$ cat src/sv/gdb_pkg.sv
// Shared types, constants and calendar helpers for the Gregorian days-between block.
// Used by gdb_ctrl, gdb_datapath and gregorian_days_between_core; no dependencies.
package gdb_pkg;

    localparam int YEAR_W      = 14;
    localparam int MONTH_W     = 4;
    localparam int DAY_W       = 5;
    localparam int COUNT_W     = 22;
    localparam int DOY_W       = 9;
    localparam int MAX_YEAR_DEF = 9999;
    localparam int COUNT_MAX   = 4194303;
    localparam int DAYS_YEAR   = 365;
    localparam int DAYS_LEAP   = 366;

    typedef struct packed {
        logic [YEAR_W-1:0]  start_year;
        logic [MONTH_W-1:0] start_month;
        logic [DAY_W-1:0]   start_day;
        logic [YEAR_W-1:0]  end_year;
        logic [MONTH_W-1:0] end_month;
        logic [DAY_W-1:0]   end_day;
    } t_gdb_in;

    typedef struct packed {
        logic [COUNT_W-1:0] day_count;
        logic               order_invalid;
    } t_gdb_out;

    // controller -> datapath
    typedef struct packed {
        logic load;
        logic step;
        logic calc;
        logic out_load;
    } t_gdb_cmd;

    // datapath -> controller
    typedef struct packed {
        logic early;
        logic at_end;
    } t_gdb_sts;

    // days in all earlier months of a common year; months 13..15 are February-long
    function automatic logic [DOY_W-1:0] cum_days(logic [MONTH_W-1:0] m);
        logic [DOY_W-1:0] c;
        unique case (m)
            4'd0:  c = 9'd0;
            4'd1:  c = 9'd0;
            4'd2:  c = 9'd31;
            4'd3:  c = 9'd59;
            4'd4:  c = 9'd90;
            4'd5:  c = 9'd120;
            4'd6:  c = 9'd151;
            4'd7:  c = 9'd181;
            4'd8:  c = 9'd212;
            4'd9:  c = 9'd243;
            4'd10: c = 9'd273;
            4'd11: c = 9'd304;
            4'd12: c = 9'd334;
            4'd13: c = 9'd365;
            4'd14: c = 9'd393;
            4'd15: c = 9'd421;
            default: c = 9'd0;
        endcase
        return c;
    endfunction

    // number of February-long months before month m (each gains a day in a leap year)
    function automatic logic [1:0] feb_count(logic [MONTH_W-1:0] m);
        logic [1:0] f;
        if (m <= 4'd2) begin
            f = 2'd0;
        end else if (m <= 4'd13) begin
            f = 2'd1;
        end else if (m == 4'd14) begin
            f = 2'd2;
        end else begin
            f = 2'd3;
        end
        return f;
    endfunction

    function automatic logic [DOY_W-1:0] day_num(logic [MONTH_W-1:0] m,
                                                 logic [DAY_W-1:0] d, logic leap);
        logic [DOY_W-1:0] extra;
        extra = leap ? DOY_W'(feb_count(m)) : '0;
        return DOY_W'(d) + cum_days(m) + extra;
    endfunction

endpackage

$ cat src/sv/gdb_ctrl.sv
// Sequencer for the Gregorian days-between block: request intake, year walk, result handoff.
// Depends on gdb_pkg for the command and status structs.
module gdb_ctrl (
    input  logic              i_clk,
    input  logic              i_rst_n,
    input  logic              i_in_valid,
    output logic              o_in_stall,
    output logic              o_out_valid,
    input  logic              i_out_stall,
    input  gdb_pkg::t_gdb_sts i_sts,
    output gdb_pkg::t_gdb_cmd o_cmd
);
    import gdb_pkg::*;

    typedef enum logic [1:0] {
        S_IDLE,
        S_RUN,
        S_CALC,
        S_DONE
    } t_state;

    t_state r_state, n_state;
    logic   r_out_valid;
    logic   w_out_free;

    assign o_in_stall  = (r_state != S_IDLE);
    assign o_out_valid = r_out_valid;
    assign w_out_free  = !r_out_valid || !i_out_stall;

    always_comb begin
        n_state        = r_state;
        o_cmd          = '0;
        unique case (r_state)
            S_IDLE: begin
                if (i_in_valid) begin
                    o_cmd.load = 1'b1;
                    n_state    = S_RUN;
                end
            end
            S_RUN: begin
                // skip the year walk when the dates are out of order
                if (!i_sts.early) begin
                    n_state = S_CALC;
                end else begin
                    o_cmd.step = 1'b1;
                    if (i_sts.at_end) begin
                        n_state = S_CALC;
                    end
                end
            end
            S_CALC: begin
                o_cmd.calc = 1'b1;
                n_state    = S_DONE;
            end
            S_DONE: begin
                // hold the result until the output register frees up
                if (w_out_free) begin
                    o_cmd.out_load = 1'b1;
                    n_state        = S_IDLE;
                end
            end
            default: n_state = S_IDLE;
        endcase
    end

    always_ff @(posedge i_clk) begin
        if (!i_rst_n) begin
            r_state     <= S_IDLE;
            r_out_valid <= 1'b0;
        end else begin
            r_state <= n_state;
            if (o_cmd.out_load) begin
                r_out_valid <= 1'b1;
            end else if (!i_out_stall) begin
                r_out_valid <= 1'b0;
            end
        end
    end

endmodule

$ cat src/sv/gdb_datapath.sv
// Datapath for the Gregorian days-between block: year clamp, order check, year walk
// with running mod-4/100/400 counters, final day arithmetic and output register.
// Depends on gdb_pkg.
module gdb_datapath #(
    parameter int MAX_YEAR = gdb_pkg::MAX_YEAR_DEF
) (
    input  logic              i_clk,
    input  gdb_pkg::t_gdb_in  i_in,
    input  gdb_pkg::t_gdb_cmd i_cmd,
    output gdb_pkg::t_gdb_sts o_sts,
    output gdb_pkg::t_gdb_out o_out
);
    import gdb_pkg::*;

    localparam int YW = $clog2(MAX_YEAR + 1);
    localparam int AW = $clog2(DAYS_LEAP * (MAX_YEAR + 1));
    localparam int NW = ((AW > COUNT_W + 1) ? AW : COUNT_W + 1) + 2;

    function automatic logic [YW-1:0] clamp_year(logic [YEAR_W-1:0] y);
        logic [YW-1:0] c;
        if (32'(y) > 32'(MAX_YEAR)) begin
            c = YW'(MAX_YEAR);
        end else begin
            c = YW'(y);
        end
        return c;
    endfunction

    logic [YW-1:0]      w_sy, w_ey;
    logic               w_early;
    logic               w_leap;
    logic [DOY_W-1:0]   w_dn_s, w_dn_e;
    logic [DOY_W-1:0]   w_base;
    logic [NW-1:0]      w_n;

    logic [YW-1:0]      r_sy, r_ey, r_yc;
    logic [MONTH_W-1:0] r_sm, r_em;
    logic [DAY_W-1:0]   r_sd, r_ed;
    logic               r_early;
    logic [1:0]         r_m4;
    logic [6:0]         r_m100;
    logic [8:0]         r_m400;
    logic [AW-1:0]      r_acc;
    logic               r_leap_s, r_leap_e;
    logic [COUNT_W-1:0] r_cnt;
    logic               r_inv;
    t_gdb_out           r_out;

    assign w_sy = clamp_year(i_in.start_year);
    assign w_ey = clamp_year(i_in.end_year);
    assign w_early = (w_sy < w_ey) ||
                     ((w_sy == w_ey) && ((i_in.start_month < i_in.end_month) ||
                      ((i_in.start_month == i_in.end_month) &&
                       (i_in.start_day <= i_in.end_day))));

    assign w_leap = (r_m4 == 2'd0) && ((r_m100 != 7'd0) || (r_m400 == 9'd0));

    assign w_dn_s = day_num(r_sm, r_sd, r_leap_s);
    assign w_dn_e = day_num(r_em, r_ed, r_leap_e);
    assign w_base = r_leap_s ? DOY_W'(DAYS_LEAP) : DOY_W'(DAYS_YEAR);

    always_comb begin
        if (r_ey != r_sy) begin
            w_n = NW'(w_base) - NW'(w_dn_s) + NW'(w_dn_e) + NW'(r_acc);
        end else begin
            w_n = NW'(w_dn_e) - NW'(w_dn_s);
        end
    end

    assign o_sts.early  = r_early;
    assign o_sts.at_end = (r_yc == r_ey);
    assign o_out        = r_out;

    always_ff @(posedge i_clk) begin
        if (i_cmd.load) begin
            r_sy    <= w_sy;
            r_ey    <= w_ey;
            r_sm    <= i_in.start_month;
            r_sd    <= i_in.start_day;
            r_em    <= i_in.end_month;
            r_ed    <= i_in.end_day;
            r_early <= w_early;
            r_yc    <= '0;
            r_m4    <= '0;
            r_m100  <= '0;
            r_m400  <= '0;
            r_acc   <= '0;
        end else if (i_cmd.step) begin
            // walk one year; pick up leap flags of both end years on the way
            if (r_yc == r_sy) begin
                r_leap_s <= w_leap;
            end
            if (r_yc == r_ey) begin
                r_leap_e <= w_leap;
            end
            if ((r_yc > r_sy) && (r_yc < r_ey)) begin
                r_acc <= r_acc + (w_leap ? AW'(DAYS_LEAP) : AW'(DAYS_YEAR));
            end
            if (r_yc != r_ey) begin
                r_yc   <= r_yc + 1'b1;
                r_m4   <= r_m4 + 1'b1;
                r_m100 <= (r_m100 == 7'd99) ? 7'd0 : r_m100 + 1'b1;
                r_m400 <= (r_m400 == 9'd399) ? 9'd0 : r_m400 + 1'b1;
            end
        end

        if (i_cmd.calc) begin
            if (!r_early) begin
                r_cnt <= '0;
                r_inv <= 1'b1;
            end else begin
                r_inv <= 1'b0;
                if (w_n[NW-1]) begin
                    r_cnt <= '0;
                end else if (w_n > NW'(COUNT_MAX)) begin
                    r_cnt <= COUNT_W'(COUNT_MAX);
                end else begin
                    r_cnt <= w_n[COUNT_W-1:0];
                end
            end
        end

        if (i_cmd.out_load) begin
            r_out.day_count     <= r_cnt;
            r_out.order_invalid <= r_inv;
        end
    end

endmodule

$ cat src/sv/gregorian_days_between_core.sv
// Gregorian days-between core: takes two dates and returns the day count from the first
// to the second, or order_invalid with a zero count when the first is later. Years above
// MAX_YEAR are clamped; unchecked days and months pass through the arithmetic and the count
// saturates to 0 and 4194303. One request is worked at a time by a year-walking loop that
// steps one year per clock from year 0 up to the clamped end year; an out-of-order request
// skips the walk, and the next request is taken only once the result has been loaded into
// the output register. The result sits in that register, so the next request is accepted
// while it still waits to be taken.
// Depends on gdb_pkg, gdb_ctrl and gdb_datapath.
module gregorian_days_between_core #(
    parameter int MAX_YEAR = gdb_pkg::MAX_YEAR_DEF
) (
    input  logic              i_clk,
    input  logic              i_rst_n,
    input  logic              i_in_valid,
    output logic              o_in_stall,
    input  gdb_pkg::t_gdb_in  i_in,
    output logic              o_out_valid,
    input  logic              i_out_stall,
    output gdb_pkg::t_gdb_out o_out
);
    import gdb_pkg::*;

    t_gdb_cmd w_cmd;
    t_gdb_sts w_sts;

    gdb_ctrl u_ctrl (
        .i_clk       (i_clk),
        .i_rst_n     (i_rst_n),
        .i_in_valid  (i_in_valid),
        .o_in_stall  (o_in_stall),
        .o_out_valid (o_out_valid),
        .i_out_stall (i_out_stall),
        .i_sts       (w_sts),
        .o_cmd       (w_cmd)
    );

    gdb_datapath #(
        .MAX_YEAR (MAX_YEAR)
    ) u_datapath (
        .i_clk (i_clk),
        .i_in  (i_in),
        .i_cmd (w_cmd),
        .o_sts (w_sts),
        .o_out (o_out)
    );

endmodule

$ cat config.mk
export PLATFORM = sky130hd
export DESIGN_NAME = gregorian_days_between_core
export DESIGN_NICKNAME = d
export VERILOG_FILES = /design/src/sv/gdb_pkg.sv /design/src/sv/gdb_ctrl.sv /design/src/sv/gdb_datapath.sv /design/src/sv/gregorian_days_between_core.sv
export SDC_FILE = /design/constraint.sdc
export NUM_CORES = 1
export LEC_CHECK = 0
export BUFFER_PORTS_ARGS = -buffer_cell sky130_fd_sc_hd__buf_2
export CAP_MARGIN = 20
export CORE_MARGIN = 3
export CORE_UTILIZATION = 50
export DETAILED_ROUTE_END_ITERATION = 12
export PLACE_DENSITY = 0.7
export SYNTH_ARGS = -nofsm -noshare
export SYNTH_HDL_FRONTEND = slang
export SYNTH_SLANG_ARGS = --single-unit
$ cat constraint.sdc
create_clock -name i_clk -period 5.65 [get_ports i_clk]
set_input_delay 0 -clock i_clk [delete_from_list [all_inputs] [get_ports i_clk]]
set_output_delay 0 -clock i_clk [all_outputs]
set_load 0.01 [all_outputs]
==> Implementation_results.wiki <==
{| class="wikitable"
! Metric !! Value
|-
| Slew of the pin with the lowest slew margin || around 830 ps
|-
| Type of the worst setup path || reg -> reg
|-
| Routed WL per cell || approximately 15 um
|-
| Max FO, Critical Path || 22
|-
| Die area || 0.0250 mm^2
|-
| # IOs || between 70 and 80
|-
| Hpwl dp || 17900 um
|-
| Vertical die dimension || roughly 160 um
|-
| Time the worst path needs with I/O delays and setup || 5370 ps
|-
| Run status || finished clean
|-
| Post-route clock skew || 10.4 ps
|-
| Total vias in the final route || between 8000 and 9000
|-
| Area of placed instances || 0.0123 mm^2
|-
| CTS H-Tree Depth || 4
|-
| Worst skew pair latency || between 400 and 500 ps
|-
| Count of buffers inserted at the top-level ports || 74
|-
| Reg2Reg Launch Point || u_datapath.r_em[3]
|-
| Final nets || approximately 1500
|-
| Kind of end point of the critical path || flop
|-
| List of most frequent post-synthesis cells || ha_1 (141), inv_1 (125), edfxtp_1 (95)
|-
| Number of endpoints with negative hold slack in the final report || 0
|-
| Drt first-iter violations || approximately 320
|-
| Setup TNS Final || 0 ps
|-
| Antenna-violating nets left || 0
|-
| X dimension of the die || roughly 160 um
|-
| Relative slew margins || 0.430
|-
| Endpoint of the worst-slack reg-to-reg timing path || u_datapath.r_cnt[2]
|-
| Finished Cell Area || roughly 0.014 mm^2
|-
| Capturing instance or port of the critical path || u_datapath.r_cnt[2]
|-
| Seq/Total Area, Yosys || 0.376
|-
| Required time at the worst-slack endpoint || approximately 5900 ps
|-
| Clock sinks || 170
|-
| Class of the worst hold path || in -> reg
|-
| 1st-pass router iterations || 5
|-
| Combined area of the multi-input logic cells || around 0.0067 mm^2
|-
| Wire length of the first global-routing pass || roughly 41000 um
|-
| Library cells used by synthesis || 77
|-
| Largest net degree at the start of global routing || 65
|-
| Post-detailed-routing wire length || 24600 um
|-
| Post-route clock period utilization || 0.951
|-
| Final setup violation count || 0
|-
| Synth Register Bits || 170
|-
| Count of flip-flops with a built-in enable after synthesis || 95
|-
| Number of cells produced by synthesis || 1192
|-
| Post-synth net total || between 1000 and 1500
|-
| Worst-path clk slew || 70 ps
|-
| Vias in the first global route || 8659
|-
| Post-Syn Area || about 0.012 mm^2
|-
| TritonCTS Buffers || 17
|-
| Placement Rows || 55
|-
| Sequential Area || around 0.0044 mm^2
|-
| Worst path cell trace || o31ai_1, a21oi_1, fa_1, ha_1, fa_1, a21o_1, a21oi_1, xnor2_1, inv_1, fa_1, inv_1, ha_1, a21oi_1, o21ai_1, o211ai_2, nand4_1, a21oi_2, xor2_2, nand3_2, buf_4, o22ai_1
|-
| Number of antenna violations at the first check in global routing || 0
|-
| Clock Path Buffers || 2
|-
| Detailed-route DRC error count || 0
|-
| FMAX || between 0.15 and 0.2 GHz
|-
| Post-synth ARST share || 0
|-
| Top-area cell type share of the netlist area || 0.247
|-
| Register-to-Register Path Depth || 21
|-
| Post-DR vias/cell || approximately 5.5
|-
| Cell count after placement || 1541
|-
| Final Max Tran Viols || 0
|-
| Core area || 0.0227 mm^2
|-
| Post-Syn Area per Cell || between 9 and 10 um^2
|-
| Final-layout fill cell count || ~1900
|-
| Diode count || 0
|-
| Source of the critical timing path || u_datapath.r_em[3]
|-
| Initial core utilization || 0.510
|-
| Share of the core filled with cells in the final layout || 0.600
|-
| Arrival @ worst endpoint || roughly 5700 ps
|-
| Most frequent cell after synthesis || ha_1
|-
| Number of max-cap violations || 0
|-
| Category of the worst setup path launch point || flop
|-
| CTS tree || built
|-
| Slack of the worst reg-to-reg path || 280 ps
|-
| Total routing usage reported by global routing || 0.202
|-
| Synthesis-to-layout area growth || 17.7%
|-
| Fraction of layout instances using a drive strength above 1 || 0.135
|-
| Biggest cell delay along the critical path || around 490 ps
|-
| Most common flop cell mapped by yosys || edfxtp_1
|-
| Non-filler cells in the finished layout || 1628
|-
| Final weighted congestion in routability-driven placement || around 0.9
|-
| Total grt overflow || 0
|-
| Master cell of the clock root buffer || clkbuf_16
|-
| Main area contributors after synthesis || edfxtp_1 (25%), ha_1 (15%), dfxtp_1 (13%)
|-
| Slowest cell on crit path || fa_1
|-
| Cell taking the most area after synthesis || edfxtp_1
|-
| Count of synthesis-stage warnings from yosys || 0
|}
[worst min-delay path by stage]
stage | start | endpoint | slack, ps | cells past startpoint
floorplan | i_in[0] | u_datapath.r_ed[0] | 100 | 0
global placement | i_in[2] | u_datapath.r_ed[2] | 190 | 1
detailed placement | i_in[6] | u_datapath.r_em[1] | 200 | 1
CTS | i_in_valid | u_ctrl.r_state[0] | 110 | 3
global route | i_in_valid | u_ctrl.r_state[0] | 160 | 3
finish | i_in_valid | u_ctrl.r_state[0] | 110 | 3
[kinds of logic (layout without fill, tap and decap cells)]
logic type	after synthesis	count (layout)	synth area share
muxes	22	22	0.0191
buffers and inverters	159	310	0.0525
AOI/OAI and AO/OA	267	267	0.157
and+or+nand+nor	339	339	0.151
DFF	170	170	0.376
adders and majority gates	161	161	0.186
xor gates and xnor gates	74	74	0.0573
[layout by cell type (no fill, tap or decap), types with 4 or more instances in the layout]
cell type / Yosys / layout
buf_2: 3 / 74
o311ai_0: 8 / 8
o21ai_1: 7 / 10
nand2b_1: 32 / 32
inv_1: 125 / 125
xnor2_1: 34 / 32
and3_1: 13 / 13
a21oi_1: 77 / 75
o31ai_1: 7 / 7
dfxtp_1: 75 / 75
or3_1: 10 / 10
fa_1: 19 / 17
xor2_1: 38 / 37
o21bai_1: 4 / 4
nor2b_1: 20 / 20
clkbuf_16: 0 / 17
nor4_1: 7 / 7
edfxtp_1: 95 / 95
dlygate4sd3_1: 0 / 48
nor3b_1: 7 / 7
nor3_1: 15 / 14
a211oi_1: 13 / 9
nand3_1: 26 / 26
inv_6: 0 / 6
nand4_1: 31 / 31
nor2_1: 71 / 71
a31oi_1: 7 / 7
a21o_1: 24 / 24
and2_1: 6 / 6
a41o_1: 4 / 4
a211oi_2: 4 / 8
ha_1: 141 / 135
mux2i_1: 21 / 21
o41ai_1: 7 / 7
a31o_2: 4 / 4
o22ai_1: 11 / 11
nand2_1: 83 / 83
o21a_1: 22 / 22
o21ai_0: 38 / 34
buf_4: 0 / 24
[timing repair]
| item | CTS | global route |
|---|---|---|
| resized for setup | 7 | 24 |
| endpoints found under the setup margin | 19 | 22 |
| buffers inserted | 2 | 2 |
| gates cloned | 1 | 0 |
| pin swaps | 3 | 8 |
| endpoints found under the hold margin | 49 | 0 |
| hold buffers | 48 | 0 |
[area by class of cell]
type / instances / share of cell area
multi-input combinational: 863 / 0.494
sequential: 170 / 0.320
timing repair buffer: 151 / 0.0817
inverter: 127 / 0.0350
clock buffer: 18 / 0.0315
tap: 285 / 0.0262
clock inverter: 14 / 0.0115
[critical path: cells and delay by family (launching register included)]
kind / cells / cell delay, ps
compound gates: 9 / 1750
simple gates: 2 / 270
flops: 1 / 450
fa+ha+maj: 5 / 1850
xor+xnor: 2 / 500
buf+inv: 3 / 380
[metal layers]
layer | part of all wire | vias up | GRT usage
met4 | 0.025 | 0 | 0.0741
met3 | 0.040 | 47 | 0.0369
met5 | 0 | - | 0
met1 | 0.47 | 4133 | 0.273
li1 | - | 4549 | -
met2 | 0.47 | 190 | 0.325
[through the flow]
step | hold WS (ps) | setup WS, ps
final | 113 | 279
after global routing | 162 | -1.43
after CTS | 108 | -6.48
after detailed placement | 195 | -17.5
after global placement | 193 | 107
after floorplan | 98.9 | 143
Power is not shown: default switching activity piles up to over one toggle a cycle in this logic, so the estimate is an artifact.
